**src/rtl/bctg_pkg.sv**
```systemverilog
`timescale 1ns / 1ps
// Shared types and constants of the bicubic tap coordinate generator.
// Used by the channel interfaces, the controller, the datapath and the top level.

package bctg_pkg;

  localparam int OFFSET_W   = 25;
  localparam int T_W        = 16;
  localparam int STEP_W     = 32;
  localparam int STRIDE_W   = 14;
  localparam int COUNT_W    = 14;
  localparam int CNT_W      = 13;
  localparam int CFG_IDX_W  = 8;
  localparam int CFG_DATA_W = 32;
  localparam int TAPS       = 4;

  localparam logic [CFG_IDX_W-1:0] REG_SCALE_STEP   = 8'd0;
  localparam logic [CFG_IDX_W-1:0] REG_MAX_INDEX    = 8'd1;
  localparam logic [CFG_IDX_W-1:0] REG_ROW_STRIDE   = 8'd2;
  localparam logic [CFG_IDX_W-1:0] REG_OUTPUT_COUNT = 8'd3;

  localparam logic [COUNT_W-1:0]  MAX_COUNT          = 14'd8192;
  localparam logic [COUNT_W-1:0]  OUTPUT_COUNT_RESET = 14'd4096;
  localparam logic [STRIDE_W-1:0] ROW_STRIDE_RESET   = 14'd1;
  localparam logic [31:0]         MAX_INDEX_RESET    = 32'd4095;

  typedef struct packed {
    logic load_in;
    logic calc;
    logic mul_a;
    logic load_out;
  } bctg_cmd_t;

endpackage

```
**src/rtl/bctg_if.sv**
```systemverilog
`timescale 1ns / 1ps
// Valid/ready channel interfaces: input item, result item and register writes.
// Depends on bctg_pkg for the field widths.

interface bctg_in_if;
  logic valid;
  logic ready;
  logic restart;

  modport source (output valid, output restart, input ready);
  modport sink (input valid, input restart, output ready);
endinterface

interface bctg_out_if;
  logic                          valid;
  logic                          ready;
  logic [bctg_pkg::OFFSET_W-1:0] offset_minus1;
  logic [bctg_pkg::OFFSET_W-1:0] offset_zero;
  logic [bctg_pkg::OFFSET_W-1:0] offset_plus1;
  logic [bctg_pkg::OFFSET_W-1:0] offset_plus2;
  logic [bctg_pkg::T_W-1:0]      frac_t;
  logic [bctg_pkg::T_W-1:0]      frac_t_squared;
  logic [bctg_pkg::T_W-1:0]      frac_t_cubed;
  logic                          last;

  modport source (output valid, output offset_minus1, output offset_zero,
                  output offset_plus1, output offset_plus2, output frac_t,
                  output frac_t_squared, output frac_t_cubed, output last,
                  input ready);
  modport sink (input valid, input offset_minus1, input offset_zero,
                input offset_plus1, input offset_plus2, input frac_t,
                input frac_t_squared, input frac_t_cubed, input last,
                output ready);
endinterface

interface bctg_cfg_if;
  logic                            valid;
  logic                            ready;
  logic [bctg_pkg::CFG_IDX_W-1:0]  index;
  logic [bctg_pkg::CFG_DATA_W-1:0] data;

  modport source (output valid, output index, output data, input ready);
  modport sink (input valid, input index, input data, output ready);
endinterface

```
**src/rtl/bicubic_tap_coordinate_generator_top.sv**
```systemverilog
`timescale 1ns / 1ps
// Top level of the bicubic tap coordinate generator.
// Depends on bctg_pkg, the channel interfaces, bctg_ctrl and bctg_datapath.

// Each accepted item yields one result: the four clamped, stride-scaled
// neighbour offsets around the current source position, the fraction t with
// t squared and t cubed, and a flag on the last position of the line. An
// item passes from acceptance to the result register through the
// accept/accumulate step, the floor and clamp step and the two chained
// multiplies of the fraction; the last step waits while the result register
// holds an untaken item. The next item is accepted only once the previous
// one has reached the result register. Register writes are taken
// in every cycle and should only be made while the block is idle.

module bicubic_tap_coordinate_generator_top #(
  parameter int FRAC_BITS  = 16,
  parameter int INDEX_BITS = 12
) (
  input  logic        clk,
  input  logic        rst_n,
  bctg_in_if.sink     in_ch,
  bctg_out_if.source  out_ch,
  bctg_cfg_if.sink    cfg_ch
);

  bctg_pkg::bctg_cmd_t cmd;

  assign cfg_ch.ready = 1'b1;

  bctg_ctrl u_ctrl (
    .clk       (clk),
    .rst_n     (rst_n),
    .in_valid  (in_ch.valid),
    .in_ready  (in_ch.ready),
    .out_valid (out_ch.valid),
    .out_ready (out_ch.ready),
    .cmd       (cmd)
  );

  bctg_datapath #(
    .FRAC_BITS  (FRAC_BITS),
    .INDEX_BITS (INDEX_BITS)
  ) u_datapath (
    .clk            (clk),
    .rst_n          (rst_n),
    .cmd            (cmd),
    .restart        (in_ch.restart),
    .cfg_we         (cfg_ch.valid && cfg_ch.ready),
    .cfg_index      (cfg_ch.index),
    .cfg_data       (cfg_ch.data),
    .offset_minus1  (out_ch.offset_minus1),
    .offset_zero    (out_ch.offset_zero),
    .offset_plus1   (out_ch.offset_plus1),
    .offset_plus2   (out_ch.offset_plus2),
    .frac_t         (out_ch.frac_t),
    .frac_t_squared (out_ch.frac_t_squared),
    .frac_t_cubed   (out_ch.frac_t_cubed),
    .last           (out_ch.last)
  );

endmodule

```
**src/rtl/bctg_ctrl.sv**
```systemverilog
`timescale 1ns / 1ps
// Sequencing state machine and output valid flag of the coordinate generator.
// Depends on bctg_pkg for the command struct.

module bctg_ctrl (
  input  logic                clk,
  input  logic                rst_n,
  input  logic                in_valid,
  output logic                in_ready,
  output logic                out_valid,
  input  logic                out_ready,
  output bctg_pkg::bctg_cmd_t cmd
);

  typedef enum logic [3:0] {
    S_IDLE = 4'b0001,
    S_CALC = 4'b0010,
    S_MUL1 = 4'b0100,
    S_MUL2 = 4'b1000
  } state_t;

  state_t state_r, state_nxt;
  logic   out_valid_r, out_valid_nxt;
  logic   out_free;

  assign out_free  = !out_valid_r || out_ready;
  assign out_valid = out_valid_r;

  always_comb begin
    state_nxt     = state_r;
    in_ready      = 1'b0;
    cmd           = '0;
    out_valid_nxt = out_valid_r && !out_ready;
    unique case (state_r)
      S_IDLE: begin
        in_ready = 1'b1;
        if (in_valid) begin
          cmd.load_in = 1'b1;
          state_nxt   = S_CALC;
        end
      end
      S_CALC: begin
        cmd.calc  = 1'b1;
        state_nxt = S_MUL1;
      end
      S_MUL1: begin
        cmd.mul_a = 1'b1;
        state_nxt = S_MUL2;
      end
      S_MUL2: begin
        if (out_free) begin
          cmd.load_out  = 1'b1;
          out_valid_nxt = 1'b1;
          state_nxt     = S_IDLE;
        end
      end
      default: begin
        state_nxt = S_IDLE;
      end
    endcase
  end

  always_ff @(posedge clk) begin
    if (!rst_n) begin
      state_r     <= S_IDLE;
      out_valid_r <= 1'b0;
    end else begin
      state_r     <= state_nxt;
      out_valid_r <= out_valid_nxt;
    end
  end

`ifndef SYNTHESIS
  a_onehot_state: assert property (@(posedge clk) disable iff (!rst_n)
    $onehot(state_r))
    else $error("State register is not one-hot.");

  a_accept_starts: assert property (@(posedge clk) disable iff (!rst_n)
    in_valid && in_ready |=> state_r == S_CALC)
    else $error("Accepted item did not start the calculation.");

  a_no_overwrite: assert property (@(posedge clk) disable iff (!rst_n)
    cmd.load_out |-> (!out_valid_r || out_ready))
    else $error("Result register loaded over an untaken item.");

  a_result_follows: assert property (@(posedge clk) disable iff (!rst_n)
    cmd.load_out |=> out_valid && state_r == S_IDLE)
    else $error("Loaded result not presented.");
`endif

endmodule

```
**src/rtl/bctg_datapath.sv**
```systemverilog
`timescale 1ns / 1ps
// Configuration registers, position accumulator, tap clamping and multipliers.
// Depends on bctg_pkg; driven by commands from bctg_ctrl.

module bctg_datapath #(
  parameter int FRAC_BITS  = 16,
  parameter int INDEX_BITS = 12
) (
  input  logic                              clk,
  input  logic                              rst_n,
  input  bctg_pkg::bctg_cmd_t               cmd,
  input  logic                              restart,
  input  logic                              cfg_we,
  input  logic [bctg_pkg::CFG_IDX_W-1:0]    cfg_index,
  input  logic [bctg_pkg::CFG_DATA_W-1:0]   cfg_data,
  output logic [bctg_pkg::OFFSET_W-1:0]     offset_minus1,
  output logic [bctg_pkg::OFFSET_W-1:0]     offset_zero,
  output logic [bctg_pkg::OFFSET_W-1:0]     offset_plus1,
  output logic [bctg_pkg::OFFSET_W-1:0]     offset_plus2,
  output logic [bctg_pkg::T_W-1:0]          frac_t,
  output logic [bctg_pkg::T_W-1:0]          frac_t_squared,
  output logic [bctg_pkg::T_W-1:0]          frac_t_cubed,
  output logic                              last
);

  localparam int STEP_W   = bctg_pkg::STEP_W;
  localparam int T_W      = bctg_pkg::T_W;
  localparam int OFFSET_W = bctg_pkg::OFFSET_W;
  localparam int CNT_W    = bctg_pkg::CNT_W;
  localparam int IDX_W    = STEP_W + 2;
  localparam int TAPS     = bctg_pkg::TAPS;
  localparam logic [STEP_W-1:0] HALF        = STEP_W'(1) << (FRAC_BITS - 1);
  localparam logic [STEP_W-1:0] SCALE_RESET = STEP_W'(1) << FRAC_BITS;
  localparam logic [STEP_W-1:0] ACC_RESET   = (SCALE_RESET >> 1) - HALF;

  logic [STEP_W-1:0]             scale_step_r;
  logic [INDEX_BITS-1:0]         max_index_r;
  logic [bctg_pkg::STRIDE_W-1:0] row_stride_r;
  logic [bctg_pkg::COUNT_W-1:0]  output_count_r;

  logic [STEP_W-1:0] acc_r, acc_nxt;
  logic [CNT_W-1:0]  cnt_r, cnt_nxt;
  logic [STEP_W-1:0] start_pos, acc_sel;
  logic [CNT_W-1:0]  cnt_sel, cnt_last;
  logic [bctg_pkg::COUNT_W-1:0] count_eff;
  logic              is_last;

  logic [STEP_W-1:0] pos_r;
  logic              last_r;
  logic              last_q_r;

  logic signed [IDX_W-1:0] base;
  logic signed [IDX_W-1:0] hi;
  logic signed [IDX_W-1:0] tap_idx [TAPS];
  logic [INDEX_BITS-1:0]   clamp_nxt [TAPS];
  logic [INDEX_BITS-1:0]   clamp_r [TAPS];
  logic [FRAC_BITS+T_W-1:0] frac_ext;
  logic [T_W-1:0]          t_nxt, t_r, t_q_r;

  logic [OFFSET_W-1:0]     off_r [TAPS];
  logic [2*T_W-1:0]        prod_tt, prod_ttt;
  logic [T_W-1:0]          t2_r;

  // Register writes.
  always_ff @(posedge clk) begin
    if (!rst_n) begin
      scale_step_r   <= SCALE_RESET;
      max_index_r    <= INDEX_BITS'(bctg_pkg::MAX_INDEX_RESET);
      row_stride_r   <= bctg_pkg::ROW_STRIDE_RESET;
      output_count_r <= bctg_pkg::OUTPUT_COUNT_RESET;
    end else if (cfg_we) begin
      unique case (cfg_index)
        bctg_pkg::REG_SCALE_STEP:   scale_step_r   <= cfg_data;
        bctg_pkg::REG_MAX_INDEX:    max_index_r    <= INDEX_BITS'(cfg_data);
        bctg_pkg::REG_ROW_STRIDE:   row_stride_r   <= bctg_pkg::STRIDE_W'(cfg_data);
        bctg_pkg::REG_OUTPUT_COUNT: output_count_r <= bctg_pkg::COUNT_W'(cfg_data);
        default: begin
        end
      endcase
    end
  end

  // Position of the item being accepted and the position that follows it.
  always_comb begin
    start_pos = (scale_step_r >> 1) - HALF;
    acc_sel   = restart ? start_pos : acc_r;
    cnt_sel   = restart ? '0 : cnt_r;
    if (output_count_r == '0 || output_count_r > bctg_pkg::MAX_COUNT) begin
      count_eff = bctg_pkg::MAX_COUNT;
    end else begin
      count_eff = output_count_r;
    end
    cnt_last = CNT_W'(count_eff - bctg_pkg::COUNT_W'(1));
    is_last  = (cnt_sel == cnt_last);
    acc_nxt  = is_last ? start_pos : acc_sel + scale_step_r;
    cnt_nxt  = is_last ? '0 : cnt_sel + CNT_W'(1);
  end

  always_ff @(posedge clk) begin
    if (!rst_n) begin
      acc_r <= ACC_RESET;
      cnt_r <= '0;
    end else if (cmd.load_in) begin
      acc_r <= acc_nxt;
      cnt_r <= cnt_nxt;
    end
  end

  always_ff @(posedge clk) begin
    if (cmd.load_in) begin
      pos_r  <= acc_sel;
      last_r <= is_last;
    end
  end

  // Floor, clamped neighbour indices and the fraction in Q0.16.
  always_comb begin
    base     = IDX_W'($signed(pos_r) >>> FRAC_BITS);
    hi       = $signed(IDX_W'(max_index_r));
    frac_ext = {pos_r[FRAC_BITS-1:0], {T_W{1'b0}}};
    t_nxt    = T_W'(frac_ext >> FRAC_BITS);
    for (int k = 0; k < TAPS; k++) begin
      tap_idx[k] = base + IDX_W'(k) - IDX_W'(1);
      if (tap_idx[k] < 0) begin
        clamp_nxt[k] = '0;
      end else if (tap_idx[k] > hi) begin
        clamp_nxt[k] = max_index_r;
      end else begin
        clamp_nxt[k] = INDEX_BITS'(tap_idx[k]);
      end
    end
  end

  always_ff @(posedge clk) begin
    if (cmd.calc) begin
      clamp_r  <= clamp_nxt;
      t_r      <= t_nxt;
      last_q_r <= last_r;
    end
  end

  // Stride products and the square of the fraction.
  assign prod_tt = t_r * t_r;

  always_ff @(posedge clk) begin
    if (cmd.mul_a) begin
      for (int k = 0; k < TAPS; k++) begin
        off_r[k] <= OFFSET_W'(clamp_r[k] * row_stride_r);
      end
      t2_r  <= prod_tt[2*T_W-1:T_W];
      t_q_r <= t_r;
    end
  end

  // Cube of the fraction goes straight into the result register.
  assign prod_ttt = t2_r * t_q_r;

  always_ff @(posedge clk) begin
    if (cmd.load_out) begin
      offset_minus1  <= off_r[0];
      offset_zero    <= off_r[1];
      offset_plus1   <= off_r[2];
      offset_plus2   <= off_r[3];
      frac_t         <= t_q_r;
      frac_t_squared <= t2_r;
      frac_t_cubed   <= prod_ttt[2*T_W-1:T_W];
      last           <= last_q_r;
    end
  end

endmodule
```
**src/flat_wrapper.sv**
```systemverilog
// flat-port wrapper written by rule: the top's interface ports become plain ports
module bicubic_tap_coordinate_generator_top_flat 
#(
  parameter int FRAC_BITS  = 16,
  parameter int INDEX_BITS = 12
)
  (clk, rst_n, in_ch_valid, in_ch_restart, in_ch_ready, out_ch_valid, out_ch_offset_minus1, out_ch_offset_zero, out_ch_offset_plus1, out_ch_offset_plus2, out_ch_frac_t, out_ch_frac_t_squared, out_ch_frac_t_cubed, out_ch_last, out_ch_ready, cfg_ch_valid, cfg_ch_index, cfg_ch_data, cfg_ch_ready);
  bctg_in_if in_ch_i ();
  bctg_out_if out_ch_i ();
  bctg_cfg_if cfg_ch_i ();
  input  logic clk;
  input  logic rst_n;
  input wire logic [$bits(in_ch_i.valid)-1:0] in_ch_valid;
  input wire logic [$bits(in_ch_i.restart)-1:0] in_ch_restart;
  output wire logic [$bits(in_ch_i.ready)-1:0] in_ch_ready;
  output wire logic [$bits(out_ch_i.valid)-1:0] out_ch_valid;
  output wire logic [$bits(out_ch_i.offset_minus1)-1:0] out_ch_offset_minus1;
  output wire logic [$bits(out_ch_i.offset_zero)-1:0] out_ch_offset_zero;
  output wire logic [$bits(out_ch_i.offset_plus1)-1:0] out_ch_offset_plus1;
  output wire logic [$bits(out_ch_i.offset_plus2)-1:0] out_ch_offset_plus2;
  output wire logic [$bits(out_ch_i.frac_t)-1:0] out_ch_frac_t;
  output wire logic [$bits(out_ch_i.frac_t_squared)-1:0] out_ch_frac_t_squared;
  output wire logic [$bits(out_ch_i.frac_t_cubed)-1:0] out_ch_frac_t_cubed;
  output wire logic [$bits(out_ch_i.last)-1:0] out_ch_last;
  input wire logic [$bits(out_ch_i.ready)-1:0] out_ch_ready;
  input wire logic [$bits(cfg_ch_i.valid)-1:0] cfg_ch_valid;
  input wire logic [$bits(cfg_ch_i.index)-1:0] cfg_ch_index;
  input wire logic [$bits(cfg_ch_i.data)-1:0] cfg_ch_data;
  output wire logic [$bits(cfg_ch_i.ready)-1:0] cfg_ch_ready;
  assign in_ch_i.valid = in_ch_valid;
  assign in_ch_i.restart = in_ch_restart;
  assign in_ch_ready = in_ch_i.ready;
  assign out_ch_valid = out_ch_i.valid;
  assign out_ch_offset_minus1 = out_ch_i.offset_minus1;
  assign out_ch_offset_zero = out_ch_i.offset_zero;
  assign out_ch_offset_plus1 = out_ch_i.offset_plus1;
  assign out_ch_offset_plus2 = out_ch_i.offset_plus2;
  assign out_ch_frac_t = out_ch_i.frac_t;
  assign out_ch_frac_t_squared = out_ch_i.frac_t_squared;
  assign out_ch_frac_t_cubed = out_ch_i.frac_t_cubed;
  assign out_ch_last = out_ch_i.last;
  assign out_ch_i.ready = out_ch_ready;
  assign cfg_ch_i.valid = cfg_ch_valid;
  assign cfg_ch_i.index = cfg_ch_index;
  assign cfg_ch_i.data = cfg_ch_data;
  assign cfg_ch_ready = cfg_ch_i.ready;
  bicubic_tap_coordinate_generator_top #(.FRAC_BITS(FRAC_BITS), .INDEX_BITS(INDEX_BITS)) u_core (.clk(clk), .rst_n(rst_n), .in_ch(in_ch_i), .out_ch(out_ch_i), .cfg_ch(cfg_ch_i));
endmodule
```
**config.mk**
```make
export PLATFORM = sky130hd
export DESIGN_NAME = bicubic_tap_coordinate_generator_top_flat
export DESIGN_NICKNAME = d
export VERILOG_FILES = /design/src/rtl/bctg_pkg.sv /design/src/rtl/bctg_if.sv /design/src/rtl/bicubic_tap_coordinate_generator_top.sv /design/src/rtl/bctg_ctrl.sv /design/src/rtl/bctg_datapath.sv /design/src/flat_wrapper.sv
export SDC_FILE = /design/constraint.sdc
export NUM_CORES = 2
export LEC_CHECK = 0
export ABC_AREA = 0
export BUFFER_PORTS_ARGS = -buffer_cell sky130_fd_sc_hd__buf_2
export CAP_MARGIN = 20
export CORE_ASPECT_RATIO = 0.75
export CORE_MARGIN = 10
export CORE_UTILIZATION = 55
export DETAILED_ROUTE_END_ITERATION = 10
export PLACE_DENSITY = 0.8
export SYNTH_ARGS = -nofsm -noshare
export SYNTH_HDL_FRONTEND = slang
export SYNTH_HIERARCHICAL = 1
export SYNTH_SLANG_ARGS = --single-unit
```
**constraint.sdc**
```tcl
create_clock -name clk -period 11.1 [get_ports clk]
set_input_delay 0.555 -clock clk [delete_from_list [all_inputs] [get_ports clk]]
set_output_delay 0.555 -clock clk [all_outputs]
set_load 0.005 [all_outputs]
```
# After elaboration in Yosys (flattened, before gate mapping)
# Memories as Yosys holds them, arrays and structs flattened. A register that Yosys moved wholly into a read port is not among the register bits.
# Cells that the tools add are included.
# W data, S select, Z words.
totals:
  ff_bits: 301
  mem_bits_rw: 100
  in_bits: 46
  out_inout_bits: 152
  memories: 1
mem_list:
  columns: ["name", "words", "word_bits", "read_ports", "rd_ports_with_merged_regs", "write_ports", "line", "rtl"]
  rows:
  - ["u_core.u_datapath.off_r", 4, 25, 4, 4, 4, "bctg_datapath.sv:60", "logic [OFFSET_W-1:0] off_r [TAPS];"]
classes:
  addsub: 11
  multipliers: 6
  order_cmp: 9
  eq_ne: 10
  mux: 23
  reduce_logical: 12
ops:
  columns: ["cell", "n"]
  rows:
  - ["$mul A12 B14 Y25", 4]
  - ["$mul A16 B16 Y32", 2]
  - ["$mux W32", 2]
  - ["$gt A18 B13 Y1", 3]
  - ["$lt A18 B1 Y1 const B", 3]
  - ["$sub A17 B2 Y18 const B", 3]
  - ["$mux W12", 4]
  - ["$mux W13", 3]
  - ["$add A16 B3 Y17 const B", 2]
  - ["$add A32 B32 Y32", 1]
  - ["$sub A31 B16 Y32 const B", 1]
  - ["$add A16 B2 Y17 const B", 1]
  - ["$gt A17 B13 Y1", 1]
  - ["$lt A17 B1 Y1 const B", 1]
  - ["$sub A16 B2 Y17 const B", 1]
  - ["$eq A8 B2 Y1 const B", 2]
  - ["$pmux W4 S4", 1]
  - ["$gt A14 B14 Y1 const B", 1]
  - ["$logic_not A14 Y1", 1]
  - ["$add A13 B1 Y13 const B", 1]
  - ["$eq A13 B13 Y1", 1]
  - ["$sub A13 B1 Y13 const B", 1]
  - ["$mux W1", 11]
  - ["$reduce_and A2 Y1", 5]
  - ["other kinds (11)", 15]

# Logic depth before layout (Yosys ltp)
depth:
  word_depth: 6
  depth_mapped: 26

# Hierarchy
# The synthesis kept the hierarchy.
by_module_without_submodules:
  columns: ["module", "instances", "cells_each", "area_per_inst_um2", "seq_area_each_um2"]
  rows:
  - ["bctg_datapath", 1, 5860, 56832.0, 13723.2]
  - ["bctg_ctrl", 1, 29, 291.5, 100.1]
  - ["bicubic_tap_coordinate_generator_top", 1, 2, 11.3, 0.0]

# Worst setup path before layout
# OpenSTA, ideal clock, no wires.
synth_timing:
  path_kind: "flip-flop to flip-flop"
  startpoint: "reg u_core.u_ctrl.state_r[3]"
  endpoint: "reg u_core/u_datapath/frac_t[0] in the netlist's numbering, enable pin"
  t_arrival_ns: 7.376
  t_required_ns: 10.424
  path_slack_ns: 3.048
  stages_incl_launch_ff: 4
  path_buffers: 0
  period_less_slack_ns: 8.052
  path_cell_list: "dfxtp_1 inv_2 nor4_2 nor2b_1"
synth_rtl:
  columns: ["element", "line", "rtl"]
  rows:
  - ["start, declared", "bctg_ctrl.sv:22", "state_t state_r, state_nxt;"]
  - ["start signal, assigned", "bctg_ctrl.sv:68", "state_r <= state_nxt;"]
  - ["end signal, assigned", "bctg_datapath.sv:164", "frac_t <= t_q_r;"]
  - ["end, declared", "bctg_datapath.sv:20", "output logic [bctg_pkg::T_W-1:0] frac_t,"]

# Worst setup path after layout
layout_timing:
  startpoint: "reg u_core.u_datapath.t_q_r[1]"
  endpoint: "reg u_core/u_datapath/frac_t_cubed[13] in the netlist's numbering (data pin)"
layout_between:
  elab_chain_len: 1
layout_lines:
  columns: ["element", "line", "rtl"]
  rows:
  - ["start, declared", "bctg_datapath.sv:58", "logic [T_W-1:0] t_nxt, t_r, t_q_r;"]
  - ["start signal, assigned", "bctg_datapath.sv:151", "t_q_r <= t_r;"]
  - ["$mul A16 B16 Y32", "bctg_datapath.sv:156", "assign prod_ttt = t2_r * t_q_r;"]
  - ["via u_core.u_datapath.prod_ttt[29]", "bctg_datapath.sv:61", "logic [2*T_W-1:0] prod_tt, prod_ttt;"]
  - ["end signal, assigned", "bctg_datapath.sv:166", "frac_t_cubed <= prod_ttt[2*T_W-1:T_W];"]
  - ["end, declared", "bctg_datapath.sv:22", "output logic [bctg_pkg::T_W-1:0] frac_t_cubed,"]
# The timed path passes the listed nets, and every way through them passes these cells.
# A chain may end at the register's enable or synchronous reset.

==> summary.txt <==
==================================================================================================
Flop and latch count out of synthesis                                                          501
Number of flops mapped to enable cells by yosys                                                379
Switching part of the total power                                                            32.9%
Share of Yosys cell area claimed by the top area cell type                                   29.1%
Power density over the cells                                                          93.8 mW/mm^2
Static leakage                                                                           0.0291 uW
Flip-flop cell with the highest count after synthesis                                 sky130_fd_sc_hd__edfxtp_1
Capturing element type of the critical path                                               register
Maximum root-to-sink buffer count                                                                3
Clock root buffer master                                                              sky130_fd_sc_hd__clkbuf_16
Overall power                                                                              5720 uW
Final period utilization                                                                     66.6%
Max incr delay on CP                                                                       0.96 ns
Post-route antenna net violation count                                                           0
DRC violation total after the first TritonRoute iteration                                     3232
Actual slew at the worst max-slew pin                                                      1.10 ns
Hold Fails Final Rpt                                                                             0
Worst r2r src                                                                         u_core/u_datapath/t_q_r[1]
Final count of pins violating max slew                                                           0
Most used cell along the critical path                                                sky130_fd_sc_hd__fa_1
Reg-to-Reg End                                                                        u_core/u_datapath/frac_t_cubed[13]
Combinational fraction of design power                                                       29.7%
Clock sink count                                                                               501
Count of inserted antenna diode cells                                                            0
Setup tns final                                                                               0 ns
CTS H-tree depth                                                                                 2
Required time worst endpoint                                                              11.48 ns
Die height                                                                                  299 um
Maximum number of pins on one net before global-route repair                                   102
Bufs and invs on worst path                                                                      3
# nets final                                                                                  7331
Number of global-route vias before repair                                                    42800
Multi-input gate area                                                                 0.0383 sq mm
CTS Buf Count                                                                                   53
RSZ-0062 raised after global routing                                                            no
Slowest stage cell, crit path                                                         sky130_fd_sc_hd__edfxtp_1
Clock skew after layout                                                                  0.0196 ns
Max IR drop VDD                                                                             159 uV
Result of the run                                                                     finished clean
Worst Hold Launch                                                                     cfg_ch_data[17]
Count of boundary I/O pins                                                                     198
Area growth from synthesis to layout                                                         6.68%
Flip-flop and latch area                                                              0.0138 sq mm
Cell types with the largest area share after synthesis                                sky130_fd_sc_hd__fa_1, sky130_fd_sc_hd__edfxtp_1, sky130_fd_sc_hd__ha_1
Post-synthesis instance total                                                                 5891
Buffer count from post-CTS setup fixing                                                          0
Reg-to-reg setup timing slack                                                              3.71 ns
Final core area utilization                                                                  59.1%
Count of port buffers added during placement                                                   196
Number of nets produced by synthesis                                                          7299
Die X                                                                                       392 um
Initial core utilization                                                                     55.4%
Relative contribution of the clock network to total power                                    32.1%
Synthesis warning total                                                                          6
WHS Endpoint                                                                          u_core/u_datapath/scale_step_r[17]
Global-route congestion overflow total                                                           0
Hold slack                                                                                0.142 ns
P_sw                                                                                       1880 uW
Final Setup Violations                                                                           0
Combined global-route utilization of all metal layers                                        23.7%
Worst hold path depth                                                                            3
Hold-fix buffers at CTS                                                                          0
Site Rows                                                                                      102
Largest delay share family, worst path                                                 adder cells
Number of unique standard cell types used by synthesis                                          83
Cell Count, Final, Fillers Out                                                                7320
Seq/Total Area, Yosys                                                                        24.2%
First-pass GRT wire length                                                               227000 um
Sequence of cells on the critical path                                                nand2_1 > fa_1 > fa_1 > inv_1 > fa_1 > fa_1 > fa_1 > inv_1 > fa_1 > inv_1 > ha_1 > a2111oi_0 > o21ai_0 > o21ai_0 > nand3_1 > o311ai_0 > o211ai_1 > a31oi_1 > o21ai_0 > a21oi_1 > xnor2_1
Area of the mapped netlist                                                            0.0571 sq mm
Worst Path Class, Setup                                                               register to register
Latest clock arrival within the worst-skew pair                                            0.65 ns
Ratio of cells with drive above 1 in the final layout                                        6.20%
CTS tree                                                                                       yes
Placeable core region                                                                  0.103 sq mm
Internal power of the cells                                                                3830 uW
Total routed wirelength                                                                  138000 um
Tmin final                                                                                 7.39 ns
Post-route DRC violation count                                                                   0
Worst Reg-to-Reg Cells                                                                          21
Kind of start point of the critical path                                                  register
Mean post-synth cell area                                                               9.70 sq um
Fillcell total                                                                                8567
Final weighted congestion in routability-driven placement                                    0.946
Clock transition time at the flip-flop clock pins of the worst setup and hold paths        0.07 ns
Proportion of register bits with asynchronous set or reset after synthesis                      0%
HPWL after detailed placement                                                            103000 um
Part of the power in registers                                                               38.2%
Slew margin rel.                                                                             26.3%
Cell total after placement                                                                    7215
Detail-routed via count per cell                                                              5.57
Post-DR wirelength/cell                                                                    18.8 um
Upper clock frequency limit                                                                135 MHz
Signal arrival time at the worst endpoint                                                  7.77 ns
Initial antenna violation count                                                                  1
Kind of path behind the tightest hold check                                           primary input to register
Count of vias placed by the detailed router                                                  40800
Pre-antenna DRT Iters                                                                            5
Number of max-capacitance violations reported                                                    0
Cell taking the most area after synthesis                                             sky130_fd_sc_hd__fa_1
Die area                                                                               0.117 sq mm
CTS resizes                                                                                      0
Critical path peak fanout                                                                       17
==================================================================================================
-- kinds of logic (layout without fill, tap and decap cells) --
| family | count (synthesis) | in the layout | synth area share (%) |
|---|---|---|---|
| AO/OA/AOI/OAI | 552 | 552 | 6.22 |
| XOR/XNOR | 208 | 208 | 3.19 |
| adder cells (fa/ha/maj) | 1362 | 1362 | 40.7 |
| buffers and inverters | 1349 | 1426 | 8.91 |
| flip-flops | 501 | 501 | 24.2 |
| multiplexers | 95 | 95 | 1.70 |
| other | 1 | 1 | 0.00656 |
| AND/OR/NAND/NOR | 1823 | 1823 | 15.0 |
-- worst max path at each step --
stage | start | end | slack (ns) | depth (start not counted)
6_report | u_core/u_datapath/t_q_r[1] | u_core/u_datapath/frac_t_cubed[13] | 3.71 | 21
5_1_grt | u_core/u_datapath/t_q_r[1] | u_core/u_datapath/frac_t_cubed[13] | 3.19 | 21
2_1_floorplan | u_core/u_ctrl/state_r[3] | u_core/u_datapath/frac_t[0] | 3.05 | 3
4_1_cts | u_core/u_datapath/t_r[13] | u_core/u_datapath/t2_r[15] | 3.45 | 23
3_5_place_dp | u_core/u_datapath/t_r[3] | u_core/u_datapath/t2_r[15] | 3.47 | 23
3_3_place_gp | u_core/u_datapath/t_r[13] | u_core/u_datapath/t2_r[15] | 3.79 | 23
-- metrics by stage --
stage | setup slack, ns | area (sq um)
after global routing | 3.19 | 61000
after detailed placement | 3.47 | 59100
after floorplan | 3.05 | 57100
after global placement | 3.79 | 59100
final | 3.71 | 61000
after CTS | 3.45 | 60900
-- worst min-delay path, cell delays in order --
cell                      delay [ns]
sky130_fd_sc_hd__buf_2          0.10
sky130_fd_sc_hd__nand2_1        0.04
sky130_fd_sc_hd__a21oi_1        0.05
-- cell usage in the layout (no fill, tap or decap), types with 10 or more instances in the layout --
| cell | count |
|---|---|
| sky130_fd_sc_hd__a31oi_1 | 23 |
| sky130_fd_sc_hd__or3_1 | 20 |
| sky130_fd_sc_hd__clkinv_2 | 12 |
| sky130_fd_sc_hd__mux2i_1 | 79 |
| sky130_fd_sc_hd__nand4_1 | 16 |
| sky130_fd_sc_hd__inv_1 | 1090 |
| sky130_fd_sc_hd__nand3_1 | 53 |
| sky130_fd_sc_hd__xor2_1 | 59 |
| sky130_fd_sc_hd__ha_1 | 531 |
| sky130_fd_sc_hd__buf_4 | 33 |
| sky130_fd_sc_hd__nor2_1 | 269 |
| sky130_fd_sc_hd__o21ai_0 | 105 |
| sky130_fd_sc_hd__and2_1 | 384 |
| sky130_fd_sc_hd__edfxtp_1 | 379 |
| sky130_fd_sc_hd__a21o_1 | 47 |
| sky130_fd_sc_hd__nor4_1 | 13 |
| sky130_fd_sc_hd__nor3_1 | 61 |
| sky130_fd_sc_hd__dfxtp_1 | 118 |
| sky130_fd_sc_hd__mux2_2 | 16 |
| sky130_fd_sc_hd__nand2b_1 | 24 |
| sky130_fd_sc_hd__a21oi_1 | 173 |
| sky130_fd_sc_hd__fa_1 | 831 |
| sky130_fd_sc_hd__a211oi_1 | 41 |
| sky130_fd_sc_hd__o211ai_1 | 23 |
| sky130_fd_sc_hd__nand2_1 | 847 |
| sky130_fd_sc_hd__buf_2 | 196 |
| sky130_fd_sc_hd__xnor2_1 | 149 |
| sky130_fd_sc_hd__o21a_1 | 32 |
| sky130_fd_sc_hd__o2111ai_1 | 12 |
| sky130_fd_sc_hd__clkbuf_16 | 53 |
| sky130_fd_sc_hd__or4_1 | 10 |
| sky130_fd_sc_hd__nor2b_1 | 44 |
| sky130_fd_sc_hd__and3_1 | 38 |
-- routing by layer --
metal / vias up / GRT usage [%] / wire (um)
met5: - / 0 / 0
met4: 0 / 5.32 / 2940
met3: 233 / 4.80 / 12300
met2: 1619 / 36.4 / 60500
met1: 20300 / 34.7 / 61900
li1: 18600 / - / -
-- registers in the layout, indices dropped and copies added, names as in the netlist, 13 cells and up --
register / flops
u_core/u_datapath/t2_r: 16
u_core/u_datapath/t_q_r: 16
u_core/u_datapath/frac_t_squared: 16
u_core/u_datapath/offset_zero: 25
u_core/u_datapath/cnt_r: 13
u_core/u_datapath/off_r: 100
u_core/u_datapath/row_stride_r: 14
u_core/u_datapath/pos_r: 32
u_core/u_datapath/offset_plus2: 25
u_core/u_datapath/output_count_r: 14
u_core/u_datapath/t_r: 16
u_core/u_datapath/clamp_r: 48
u_core/u_datapath/offset_plus1: 25
u_core/u_datapath/acc_r: 32
u_core/u_datapath/frac_t: 16
u_core/u_datapath/scale_step_r: 32
u_core/u_datapath/frac_t_cubed: 16
u_core/u_datapath/offset_minus1: 25
-- synthesized netlist by cell type, types with 7 or more instances --
| master | number |
|---|---|
| sky130_fd_sc_hd__or4_1 | 10 |
| sky130_fd_sc_hd__nand2b_1 | 24 |
| sky130_fd_sc_hd__nor2_1 | 269 |
| sky130_fd_sc_hd__o211ai_1 | 23 |
| sky130_fd_sc_hd__nand3_1 | 53 |
| sky130_fd_sc_hd__a21oi_1 | 173 |
| sky130_fd_sc_hd__or3_1 | 20 |
| sky130_fd_sc_hd__xor2_1 | 59 |
| sky130_fd_sc_hd__o21bai_1 | 9 |
| sky130_fd_sc_hd__nand2_1 | 847 |
| sky130_fd_sc_hd__fa_1 | 831 |
| sky130_fd_sc_hd__inv_1 | 1090 |
| sky130_fd_sc_hd__o2111ai_1 | 12 |
| sky130_fd_sc_hd__edfxtp_1 | 379 |
| sky130_fd_sc_hd__nor4_1 | 13 |
| sky130_fd_sc_hd__or2_2 | 9 |
| sky130_fd_sc_hd__nand4_1 | 16 |
| sky130_fd_sc_hd__o21a_1 | 32 |
| sky130_fd_sc_hd__nor3_1 | 63 |
| sky130_fd_sc_hd__ha_1 | 531 |
| sky130_fd_sc_hd__a31oi_1 | 23 |
| sky130_fd_sc_hd__dfxtp_1 | 122 |
| sky130_fd_sc_hd__a311oi_1 | 7 |
| sky130_fd_sc_hd__nor2b_1 | 46 |
| sky130_fd_sc_hd__o21ai_0 | 105 |
| sky130_fd_sc_hd__a21o_1 | 47 |
| sky130_fd_sc_hd__and3_1 | 38 |
| sky130_fd_sc_hd__mux2i_1 | 79 |
| sky130_fd_sc_hd__and2_1 | 385 |
| sky130_fd_sc_hd__mux2_2 | 16 |
| sky130_fd_sc_hd__clkbuf_1 | 241 |
| sky130_fd_sc_hd__xnor2_1 | 149 |
| sky130_fd_sc_hd__a211oi_1 | 41 |
-- layout make-up --
type / instances / share of cell area [%]
clock inverters: 42 / 0.694
multi-input cells: 4041 / 62.8
clock buffers: 58 / 2.21
well taps: 1352 / 2.78
inverters: 1093 / 6.73
repair buffers: 233 / 2.15
flip-flops and latches: 501 / 22.7
-- power by group through the flow --
stage               Sequential, uW  Clock (uW)  Combinational (uW)
finish                        2190        1830                1700
global route                  2190        1960                1930
CTS                           2180        1880                1670
detailed placement            2220           0                1650
global placement              2220           0                1590
floorplan                     2170           0                1230
Note: power is estimated with default switching activity, not from simulation.
